### src/design/u8sd_pkg.sv
`default_nettype none

package u8sd_pkg;

   localparam int unsigned CP_W = 21;

   // Byte class boundaries
   localparam logic [7:0] ASCII_LIMIT = 8'h80;
   localparam logic [7:0] LEAD2_MIN   = 8'hC2;
   localparam logic [7:0] LEAD3_MIN   = 8'hE0;
   localparam logic [7:0] LEAD4_MIN   = 8'hF0;
   localparam logic [7:0] LEAD_LIMIT  = 8'hF8;
   localparam logic [1:0] CONT_TAG    = 2'b10;

   // Scalar value limits
   localparam logic [CP_W-1:0] SURR_MIN = 21'h00D800;
   localparam logic [CP_W-1:0] SURR_MAX = 21'h00DFFF;
   localparam logic [CP_W-1:0] CP_MAX   = 21'h10FFFF;

   typedef struct packed {
      logic [7:0] byte_in;
      logic       end_of_buffer;
   } req_type;

   typedef struct packed {
      logic [CP_W-1:0] code_point;
      logic            error;
   } result_type;

   typedef struct packed {
      logic       emit;
      result_type res;
   } step_type;

endpackage

`default_nettype wire

### src/design/utf8_stream_decoder.sv
// Path: a request is held in the input register, then its result in the result
//   register; a request that completes no sequence gives no result.
// Throughput: one byte per cycle; the decode stage advances whenever the result
//   register is empty or being drained, so only a stalled result holds the input.
// Reset: synchronous, active high; clears both valid flags and the open sequence.
`default_nettype none

module utf8_stream_decoder (
   input  wire logic        clock,
   input  wire logic        reset,
   input  wire logic        req_valid,
   output logic             req_ready,
   input  wire logic [7:0]  req_byte_in,
   input  wire logic        req_end_of_buffer,
   output logic             rsp_valid,
   input  wire logic        rsp_ready,
   output logic [20:0]      rsp_code_point,
   output logic             rsp_error
);

   // Input register: holds one request until the decode stage takes it.
   logic                 in_valid_ff;
   logic                 in_valid_in;
   u8sd_pkg::req_type    in_req_ff;

   // Decode stage handshake
   logic                 out_free;
   logic                 step;
   u8sd_pkg::step_type   step_res;
   u8sd_pkg::result_type out_res;

   // Advance the held request into the decoder when the result register can take
   // whatever it produces; requests that emit nothing still wait for that slot.
   assign step        = in_valid_ff && out_free;
   assign req_ready   = !in_valid_ff || step;
   assign in_valid_in = (req_valid && req_ready) || (in_valid_ff && !step);

   always_ff @(posedge clock) begin
      if (reset) begin
         in_valid_ff <= 1'b0;
      end else begin
         in_valid_ff <= in_valid_in;
      end
   end

   // Capture the payload on every accepted request.
   always_ff @(posedge clock) begin
      if (req_valid && req_ready) begin
         in_req_ff.byte_in       <= req_byte_in;
         in_req_ff.end_of_buffer <= req_end_of_buffer;
      end
   end

   // Decoder: sequence state and per-byte classification.
   u8sd_decoder u_decoder (
      .clock  (clock),
      .reset  (reset),
      .step   (step),
      .req    (in_req_ff),
      .result (step_res)
   );

   // Result register: drop non-emitting steps, hold results under back-pressure.
   u8sd_out_stage u_out (
      .clock     (clock),
      .reset     (reset),
      .load      (step_res.emit),
      .res       (step_res.res),
      .rsp_ready (rsp_ready),
      .rsp_valid (rsp_valid),
      .rsp_res   (out_res),
      .free      (out_free)
   );

   assign rsp_code_point = out_res.code_point;
   assign rsp_error      = out_res.error;

endmodule

`default_nettype wire

### src/design/u8sd_decoder.sv
`default_nettype none

module u8sd_decoder (
   input  wire logic               clock,
   input  wire logic               reset,
   input  wire logic               step,
   input  wire u8sd_pkg::req_type  req,
   output u8sd_pkg::step_type      result
);

   logic [u8sd_pkg::CP_W-1:0] partial_ff;
   logic [u8sd_pkg::CP_W-1:0] partial_in;
   logic [1:0]                owed_ff;
   logic [1:0]                owed_in;
   logic [u8sd_pkg::CP_W-1:0] assembled;
   logic [7:0]                b;

   assign b         = req.byte_in;
   assign assembled = {partial_ff[u8sd_pkg::CP_W-7:0], b[5:0]};

   always_comb begin
      partial_in      = partial_ff;
      owed_in         = owed_ff;
      result          = '0;
      if (step) begin
         if (owed_ff == 2'd0) begin
            priority if (b < u8sd_pkg::ASCII_LIMIT) begin
               result.emit           = 1'b1;
               result.res.code_point = {13'd0, b};
            end else if (b < u8sd_pkg::LEAD2_MIN || b >= u8sd_pkg::LEAD_LIMIT) begin
               result.emit      = 1'b1;
               result.res.error = 1'b1;
            end else begin
               priority if (b < u8sd_pkg::LEAD3_MIN) begin
                  partial_in = {16'd0, b[4:0]};
                  owed_in    = 2'd1;
               end else if (b < u8sd_pkg::LEAD4_MIN) begin
                  partial_in = {17'd0, b[3:0]};
                  owed_in    = 2'd2;
               end else begin
                  partial_in = {18'd0, b[2:0]};
                  owed_in    = 2'd3;
               end
               // a lead byte at the end of the buffer is a truncation
               if (req.end_of_buffer) begin
                  partial_in       = '0;
                  owed_in          = 2'd0;
                  result.emit      = 1'b1;
                  result.res.error = 1'b1;
               end
            end
         end else if (b[7:6] != u8sd_pkg::CONT_TAG) begin
            partial_in       = '0;
            owed_in          = 2'd0;
            result.emit      = 1'b1;
            result.res.error = 1'b1;
         end else if (owed_ff == 2'd1) begin
            partial_in  = '0;
            owed_in     = 2'd0;
            result.emit = 1'b1;
            if ((assembled >= u8sd_pkg::SURR_MIN && assembled <= u8sd_pkg::SURR_MAX)
                || assembled > u8sd_pkg::CP_MAX) begin
               result.res.error = 1'b1;
            end else begin
               result.res.code_point = assembled;
            end
         end else begin
            partial_in = assembled;
            owed_in    = owed_ff - 2'd1;
            if (req.end_of_buffer) begin
               partial_in       = '0;
               owed_in          = 2'd0;
               result.emit      = 1'b1;
               result.res.error = 1'b1;
            end
         end
      end
   end

   always_ff @(posedge clock) begin
      if (reset) begin
         partial_ff <= '0;
         owed_ff    <= 2'd0;
      end else begin
         partial_ff <= partial_in;
         owed_ff    <= owed_in;
      end
   end

endmodule

`default_nettype wire

### src/design/u8sd_out_stage.sv
`default_nettype none

module u8sd_out_stage (
   input  wire logic                 clock,
   input  wire logic                 reset,
   input  wire logic                 load,
   input  wire u8sd_pkg::result_type res,
   input  wire logic                 rsp_ready,
   output logic                      rsp_valid,
   output u8sd_pkg::result_type      rsp_res,
   output logic                      free
);

   logic                 valid_ff;
   logic                 valid_in;
   u8sd_pkg::result_type res_ff;

   assign free      = !valid_ff || rsp_ready;
   assign valid_in  = load || (valid_ff && !rsp_ready);
   assign rsp_valid = valid_ff;
   assign rsp_res   = res_ff;

   always_ff @(posedge clock) begin
      if (reset) begin
         valid_ff <= 1'b0;
      end else begin
         valid_ff <= valid_in;
      end
   end

   always_ff @(posedge clock) begin
      if (load) begin
         res_ff <= res;
      end
   end

endmodule

`default_nettype wire

### config.mk
export PLATFORM = sky130hd
export DESIGN_NAME = utf8_stream_decoder
export DESIGN_NICKNAME = d
export VERILOG_FILES = /design/src/design/u8sd_pkg.sv /design/src/design/utf8_stream_decoder.sv /design/src/design/u8sd_decoder.sv /design/src/design/u8sd_out_stage.sv
export SDC_FILE = /design/constraint.sdc
export NUM_CORES = 1
export LEC_CHECK = 0
export BUFFER_PORTS_ARGS = -buffer_cell sky130_fd_sc_hd__clkbuf_2
export CORE_UTILIZATION = 61
export CTS_BUF_LIST = sky130_fd_sc_hd__clkbuf_8
export DETAILED_ROUTE_END_ITERATION = 8
export PLACE_DENSITY = 0.95
export SYNTH_ARGS = -nofsm -noshare
export SYNTH_HDL_FRONTEND = slang
export SYNTH_SLANG_ARGS = --single-unit
### constraint.sdc
create_clock -name clock -period 8.13 [get_ports clock]
set_clock_uncertainty 0.2 [all_clocks]
set_input_delay 0.4065 -clock clock [delete_from_list [all_inputs] [get_ports clock]]
set_output_delay 0.4065 -clock clock [all_outputs]
set_load 0.03 [all_outputs]
**After elaboration in Yosys (flattened, before gate mapping)**

Cells that the tools add are included.

- Bits of input ports: 13
- Output and inout bits: 24
- Latch bits: 0
- Bits in read-only memories: 0
- Logic and storage cells: 71
- RAM bits: 0
- Register bits: 50
- Memories: 0

- Divide/modulo/power cells: 0
- Mux-type cells: 33
- Equality and inequality tests: 4
- Reductions and logical operators: 17
- $add $sub $neg: 1
- Order comparisons: 8
- Shifts and indexed selects: 0
- Multipliers: 0
- Bitwise gates (word level): 0

Operator list:

| operator | number |
|---|---|
| $mux W15 | 7 |
| $mux W21 | 3 |
| $mux W23 | 2 |
| $lt A8 B8 Y1 const B | 4 |
| $ge A21 B16 Y1 const B | 1 |
| $gt A21 B21 Y1 const B | 1 |
| $le A21 B16 Y1 const B | 1 |
| $mux W2 | 8 |
| $mux W1 | 10 |
| $ge A8 B8 Y1 const B | 1 |
| $mux W8 | 1 |
| $logic_or A1 B1 Y1 | 6 |
| $ne A2 B2 Y1 const B | 3 |
| $logic_and A1 B1 Y1 | 5 |
| $mux W5 | 1 |
| $logic_not A1 Y1 | 4 |
| $mux W4 | 1 |
| $reduce_and A3 Y1 | 1 |
| $eq A2 B1 Y1 const B | 1 |
| $logic_not A2 Y1 | 1 |
| $sub A2 B1 Y2 const B | 1 |

**Logic depth before layout (Yosys ltp)**

Gate-level depths: netlist (run 1).

- Depth in word-level cells: 9
- Mapped depth: 7
- Depth with buffers taken out: 6

**Hierarchy**

A second synthesis (run 1) with hierarchy kept.

- Cells, all modules: 186
- Area, all modules: 2195.9 µm²

By module, submodules not included:

| module | area each (µm²) | cells an instance | instances | seq. area each (µm²) |
|---|---|---|---|---|
| u8sd_decoder | 1156.1 | 145 | 1 | 340.3 |
| u8sd_out_stage | 706.9 | 26 | 1 | 680.7 |
| utf8_stream_decoder | 332.8 | 15 | 1 | 290.3 |

**Worst setup path before layout (run 1)**

OpenSTA, ideal clock, no wires.

- Kind: reg2reg
- Start point: reg u_decoder.owed_ff[0]
- End point: reg u_out.res_ff (netlist bit u_out.rsp_res[0]), enable pin
- Slack: 5555 ps
- Data arrival time: 1975 ps
- Cell stages (with the launch flop): 7
- Period minus slack after synthesis: 2575 ps
- Buffers on the path: 0
- Data required time: 7529 ps
- Cells stage by stage: dfxtp_1 inv_1 ha_1 or3b_1 or3_4 o21ai_2 nor2_1

- Cells in the longest elaborated chain, start to end: 5
- Elaborated cells on any way between the ends: 6

RTL lines:

| what | line | text |
|---|---|---|
| start: declaration | u8sd_decoder.sv:13 | `logic [1:0] owed_ff;` |
| start signal: assignment | u8sd_decoder.sv:86 | `owed_ff <= owed_in;` |
| $eq A2 B1 Y1 | u8sd_decoder.sv:57 | `end else if (owed_ff == 2'd1) begin` |
| $mux W1 | u8sd_decoder.sv:57 |  |
| $mux W1 | u8sd_decoder.sv:52 | `end else if (b[7:6] != u8sd_pkg::CONT_TAG) begin` |
| $mux W23 (*) | u8sd_decoder.sv:26 | `if (owed_ff == 2'd0) begin` |
| $mux W23 (*) | u8sd_decoder.sv:25 | `if (step) begin` |
| net u_out.load | u8sd_out_stage.sv:6 | `input wire logic load,` |
| end signal: assignment | u8sd_out_stage.sv:33 | `res_ff <= res;` |
| end: declaration | u8sd_out_stage.sv:16 | `u8sd_pkg::result_type res_ff;` |

The timed path passes the listed nets; every way through them passes the cells marked *.
A chain may end at the register's enable or synchronous reset.

**Worst setup path after layout (run 1)**

- Start point: reg u_decoder.owed_ff[0]
- End point: reg u_out.res_ff (netlist bit u_out.rsp_res[19]), enable pin

Same word-level chain as after synthesis.

==> results of run 1 <==
-- state kept, by name, indices dropped and copies added (netlist names) --
| name | cells |
|---|---|
| in_valid_ff | 1 |
| in_req_ff | 9 |
| u_out.rsp_res | 22 |
| u_decoder.partial_ff | 15 |
| u_decoder.owed_ff | 2 |
| u_out.rsp_valid | 1 |
-- per-layer routing --
metal | GRT usage | share of wire | vias up
met5 | 0 | 0 | -
met4 | 0.1229 | 0.038 | 0
met3 | 0.06769 | 0.055 | 20
met2 | 0.3889 | 0.50 | 68
met1 | 0.2562 | 0.41 | 654
li1 | - | - | 675
-- cells by family after synthesis --
| group | Yosys count | synth area share |
|---|---|---|
| buf+inv | 8 | 0.01482 |
| fa+ha+maj | 2 | 0.01234 |
| mux | 6 | 0.02963 |
| simple gates | 67 | 0.1858 |
| compound gates | 28 | 0.1105 |
| flops | 50 | 0.6469 |
-- report_power, final --
group | internal [uW] | switching, uW
logic | 12.7 | 29.1
registers | 278 | 5.60
clock network | 89.5 | 73.4
-- per-stage QoR --
| stage | setup WS [ns] | total power, uW | hold WS, ns | cells |
|---|---|---|---|---|
| 4_1_cts | 5.685 | 489.1 | 0.07624 | 248 |
| 5_1_grt | 5.567 | 503.0 | 0.06746 | 248 |
| 6_report | 5.666 | 488.4 | 0.07970 | 248 |
| 3_5_place_dp | 5.700 | 331.0 | 0.2812 | 240 |
| 3_3_place_gp | 5.800 | 328.6 | 0.2739 | 240 |
| 2_1_floorplan | 5.555 | 316.8 | 0.2465 | 161 |
-- final cells by class --
cell class              instances  area, sq um
clock buffers                   5        68.82
clock inverters                 3        37.54
fillers                       222        734.5
inverters                       6        22.52
multi-input cells             103        685.7
flip-flops and latches         50         1311
well taps                      44        55.05
repair buffers                 37        187.7
-- placed cells by master (no fill, tap or decap), types with 4 or more instances in the layout --
cell	count
inv_1	8
nand2_1	15
a21oi_1	4
nor2_1	12
mux2i_1	6
a32o_1	6
and2_1	16
clkbuf_2	36
clkbuf_8	5
edfxtp_1	31
dfxtp_1	19
a22o_1	5
nand2b_1	9
-- final timing paths --
path,startpoint,endpoint,slack (ns),cells after the start
worst max-delay path,u_decoder.owed_ff[0],u_out.rsp_res[19],5.67,7
worst min-delay path,req_byte_in[4],in_req_ff[5],0.08,1
worst max register to register,u_decoder.owed_ff[0],u_out.rsp_res[19],5.67,7
worst min register to register,u_decoder.partial_ff[12],u_decoder.partial_ff[12],0.30,2
==> reports/qor.yml, run 1 <==
outcome: "completed"
synthTopCellsByCount: "edfxtp_1, dfxtp_1, and2_1"
syn_to_final_growth_pct: 16.85
cts_hold_repair.buffers: 0
async_flop_share: 0
final_area_sq_um: 2369
yosysMostFrequentCell: "edfxtp_1"
slowest_stage: "or3b_1"
synth-main-ff-cell: "edfxtp_1"
path_buf_inv: 2
synth-edff-count: 31
cp-start-kind: "flop"
ys_types: 36
crit_fanout: 22
drt-wirelength-per-cell_um: 14.53
end_kind: "flop"
antenna_cells: 0
die_area_sq_um: 3558
fp.dieH_um: 59.65
tightest_slew_ns: 0.7344
initial_core_util: 0.6532
yosysSeqAreaShare: 0.6469
critical_path_class: "flop to flop"
root_buffer: "clkbuf_8"
drt-pass1-iter-count: 4
synth_warnings: 0
yosys.area.top_type: "edfxtp_1"
drive_above_1_share: 0.2304
num-nets-final: 218
drtAntennaViolNets: 0
drt_iter0_drc: 50
drc: 0
clkTransAtPathRegs_ns: 0.08
min_period_ns: 2.464
setup_tns_ns: 0
grt_overflow: 0
fmax_mhz: 405.8
final-hold-violation-count: 0
synth-seq-cells: 50
rsz0062_at_grt: "false"
finalSetupViolCount: 0
clk_latency_ns: 0.30
cpLargestDelayFamily: "simple AND/OR/NAND/NOR gates"
fp.dieW_um: 59.65
slew_headroom: 0.5104
wl_mm: 3.604
gp_congestion: 0.9120
final-max-slew-violation-count: 0
irDropWorstVdd_mv: 0.1296
syn_nets: 176
cp.arrival_ns: 2.30
io_buffers: 36
antenna_found_initial: 0
vias: 1417
cts_buffer_depth: 2
crit_required_ns: 7.97
num_io_pins: 37
cts_buffers: 5
post_cts_buffers: 0
fp.coreArea_sq_um: 3103
drv_cap: 0
critPathMaxStageDelay_ns: 0.45
cts_sinks: 50
placed_cell_area_sq_um: 2262
synth_area_leaders: "edfxtp_1, dfxtp_1, and2_1"
syn_area_sq_um: 2027
synth_top_area_frac: 0.4593
grt_pass1_vias: 1290
via_per_inst: 5.714
ctsResizeCount: 0
dp_hpwl_mm: 2.701
cts_tree: "built"
holdCritPathClass: "input pin to flop"
rows: 20
post-route-util: 0.7633
synthCells: 161
grt_start_max_net_pins: 23
grt_pass1_wl_mm: 5.727
htreeDepth: 2
powerDensity_nw_per_um2: 206.2
fin_crit_sh: 0.3031
syn_area_per_cell_sq_um: 12.59
track_usage: 0.2286
crit_path_cell_trace: "inv_1, ha_1, or3b_1, or3_4, o21ai_2, nor2_1, buf_4"
leakagePower_uw: 0.0009607
(Power assumes the default switching activity.)
==> run 2: changes to the inputs <==
--- a/config.mk
+++ b/config.mk
@@ -5,11 +5,12 @@
 export SDC_FILE = /design/constraint.sdc
 export NUM_CORES = 1
 export LEC_CHECK = 0
+export ABC_AREA = 1
 export BUFFER_PORTS_ARGS = -buffer_cell sky130_fd_sc_hd__clkbuf_2
-export CORE_UTILIZATION = 61
+export CORE_UTILIZATION = 58
 export CTS_BUF_LIST = sky130_fd_sc_hd__clkbuf_8
 export DETAILED_ROUTE_END_ITERATION = 8
-export PLACE_DENSITY = 0.95
+export PLACE_DENSITY = 0.92
 export SYNTH_ARGS = -nofsm -noshare
 export SYNTH_HDL_FRONTEND = slang
 export SYNTH_SLANG_ARGS = --single-unit
==> constraint.sdc (replaced) <==
create_clock -name clock -period 2.45 [get_ports clock]
set_clock_uncertainty 0.2 [all_clocks]
set_input_delay 0.1225 -clock clock [delete_from_list [all_inputs] [get_ports clock]]
set_output_delay 0.1225 -clock clock [all_outputs]
set_load 0.03 [all_outputs]
==> run 2 against run 1 <==
  * Via count rose by 28%
  * Fmax rose by 6.3%
  * Die area rose by 16%
  * Global-route usage rose by 0.88 points
  * Synthesized cell count rose by 47%
  * Sequential power rose to 3.3 times the previous value
  * Power rose to 3.3 times the previous value
  * First-iteration DRC count rose by 150%
  * Count of clock-buffer cells in the layout did not move
  * Cell count rose by 37%
  * Wire length rose by 27%
==> reports/qor.yml, run 2 <==
crit_required_ns: 2.33  # -5.64 ns
gp_congestion: 0.9608  # +5.4%
final_area_sq_um: 2689  # +14%
critical_path_class: "flop to flop"
antenna_found_initial: 0  # unchanged
num-nets-final: 306  # +40%
tightest_slew_ns: 0.4041  # -0.3303 ns
syn_to_final_growth_pct: 19.46
yosysSeqAreaShare: 0.5825  # -0.06437
cts_sinks: 50  # unchanged
yosysMostFrequentCell: "nand2_1"
drtAntennaViolNets: 0  # unchanged
multi_input_area_sq_um: 775.7  # +13%
grt_start_max_net_pins: 23  # unchanged
cts_tree: "built"
drt-pass1-iter-count: 6  # +2
synth_area_leaders: "edfxtp_1, dfxtp_1, nand2_1"
rows: 22  # +10%
syn_area_per_cell_sq_um: 9.498  # -25%
synth_top_area_frac: 0.4136  # -0.04570
r2r_start: "u_decoder.owed_ff[0]"
min_period_ns: 2.319  # -0.1450 ns
grt_pass1_wl_mm: 7.272  # +27%
initial_core_util: 0.6102  # -0.04298
holdCritPathClass: "input pin to flop"
worstReg2RegEnd: "u_out.rsp_res[2]"
largest_reg_flops: 22  # unchanged
synthCells: 237  # +47%
reg2reg_slack_ns: 0.13  # -5.53 ns
synth_warnings: 0  # unchanged
antenna_cells: 0  # unchanged
dp_cells: 317  # +32%
vias: 1809  # +28%
syn_area_sq_um: 2251  # +11%
drt_iter0_drc: 123  # +150%
powerDensity_nw_per_um2: 601.4  # +190%
num_io_pins: 37  # unchanged
fmax_mhz: 431.2  # +6.3%
synthTopCellsByCount: "nand2_1, edfxtp_1, nor2_1"
drt-wirelength-per-cell_um: 13.45  # -7.4%
irDropWorstVdd_mv: 0.4671  # +260%
synth-seq-cells: 50  # unchanged
cts_buffer_depth: 2  # unchanged
worstHoldStart: "rsp_ready"
min_to: "u_out.rsp_valid"
fp.dieW_um: 64.30  # +7.8%
grt_overflow: 0  # unchanged
wl_mm: 4.573  # +27%
fin_cells: 340  # +37%
drv_cap: 0  # unchanged
clkTransAtPathRegs_ns: 0.09  # about the same
io_buffers: 36  # unchanged
final-hold-violation-count: 0  # unchanged
crit_fanout: 7  # -68%
layout.cells.most_common_list: "nand2_1, clkbuf_2, edfxtp_1"
synth-main-ff-cell: "edfxtp_1"
reg2reg_depth: 9  # +2
drive_above_1_share: 0.2774  # +0.04701
fp.coreArea_sq_um: 3689  # +19%
root_buffer: "clkbuf_8"
end_kind: "flop"
syn_nets: 252  # +43%
outcome: "completed"
cp-start-kind: "flop"
fin_crit_sh: 0.9467  # +0.6436
leakagePower_uw: 0.001066  # +11%
dp_hpwl_mm: 2.952  # +9.3%
fp.dieH_um: 64.30  # +7.8%
htreeDepth: 2  # unchanged
crit_start: "u_decoder.owed_ff[0]"
grt_pass1_vias: 1681  # +30%
drc: 0  # unchanged
via_per_inst: 5.321  # -6.9%
cts_buffers: 5  # unchanged
ys_types: 22  # -39%
final-max-slew-violation-count: 0  # unchanged
layout_commonest_cell: "nand2_1"
hold_depth: 4  # +3
yosys.area.top_type: "edfxtp_1"
placed_cell_area_sq_um: 2449  # +8.2%
ff_latch_area_sq_um: 1311  # unchanged
cp.arrival_ns: 2.20  # -0.10 ns
async_flop_share: 0  # unchanged
slew_headroom: 0.7306  # +0.2202
die_area_sq_um: 4134  # +16%
synth-edff-count: 31  # unchanged
finalSetupViolCount: 0  # unchanged
clk_latency_ns: 0.31  # about the same
track_usage: 0.2374  # +0.008847
fill_cells: 262  # +18%
run 2: cell count changes after synthesis, moves of 9 or more:
cell,change
a21oi_1,+21
and2_1,-16
inv_1,+21
nand2_1,+36
nand2b_1,-9
nand3_1,+17
nor2_1,+16
run 2: worst max-delay path by stage:
stage	cells past startpoint	slack, ns	to
2_1_floorplan	8	0.32	u_out.rsp_res[0]
3_3_place_gp	8	0.17	u_out.rsp_res[15]
3_5_place_dp	8	0.01	u_out.rsp_res[14]
4_1_cts	8	-0.003	u_out.rsp_res[0]
5_1_grt	9	-0.01	u_out.rsp_res[8]
6_report	9	0.13	u_out.rsp_res[2]
run 2: worst max-delay path, stage by stage, from the launching register on:
cell and delay [ns]:
dfxtp_1 0.38, inv_1 0.06, ha_1 0.30, nor3_4 0.25, nand2_2 0.15, nand2_2 0.14, nand2_1 0.08, nand2_2 0.20
clkinvlp_4 0.15, buf_4 0.18
run 2: power by group:
part	switching [uW]	internal, uW	leakage (uW)	total (uW)
clock	290	206	0.0000447	496
sequential	14.0	925	0.000452	939
combinational	127	55.8	0.000569	182
total	430	1190	0.00107	1620
run 2: kinds of logic (layout without fill, tap and decap cells):
kind of cell,Yosys count,after routing,synth area share
AO/OA/AOI/OAI,27,27,0.06337
adder cells (fa/ha/maj),2,2,0.01112
buffers and inverters,36,91,0.07393
flip-flops,50,50,0.5825
AND/OR/NAND/NOR,122,122,0.2690
run 2: what timing repair did:
item	4_1_cts	5_1_grt
cloned	0	2
endpoints found under the setup margin	8	22
hold buffers	11	0
endpoints found under the hold margin	10	0
pin swaps	0	1
gates resized for setup	0	4
buffers inserted	0	2
run 2: metrics by stage:
stage                     total power [uW]  setup TNS, ns    util  setup slack [ns]  hold WS [ns]
after CTS                             1608       -0.02035  0.7191         -0.003245       0.01733
final                                 1617              0  0.7290            0.1307       0.02615
after floorplan                       1071              0       -            0.3214       0.02137
after global placement                1108              0  0.6638            0.1722       0.09897
after global routing                  1669       -0.09233  0.7290          -0.01325       0.04314
after detailed placement              1114              0  0.6638           0.01465        0.1011
run 2: metal layers:
layer	vias up	track usage	share of wire	routed length (um)
li1	873	-	-	-
met1	828	0.2750	0.41	1873
met2	92	0.4026	0.49	2261
met3	16	0.05893	0.062	285
met4	0	0.1250	0.033	152
met5	-	0	0	0
run 2: cell type report:
class / count / area share
repair buffers: 50 / 0.1163
repair inverters: 2 / 0.005584
multi-input cells: 151 / 0.2885
clock buffers: 5 / 0.02559
inverters: 31 / 0.04467
clock inverters: 3 / 0.009307
flip-flops and latches: 50 / 0.4877
well taps: 48 / 0.02234
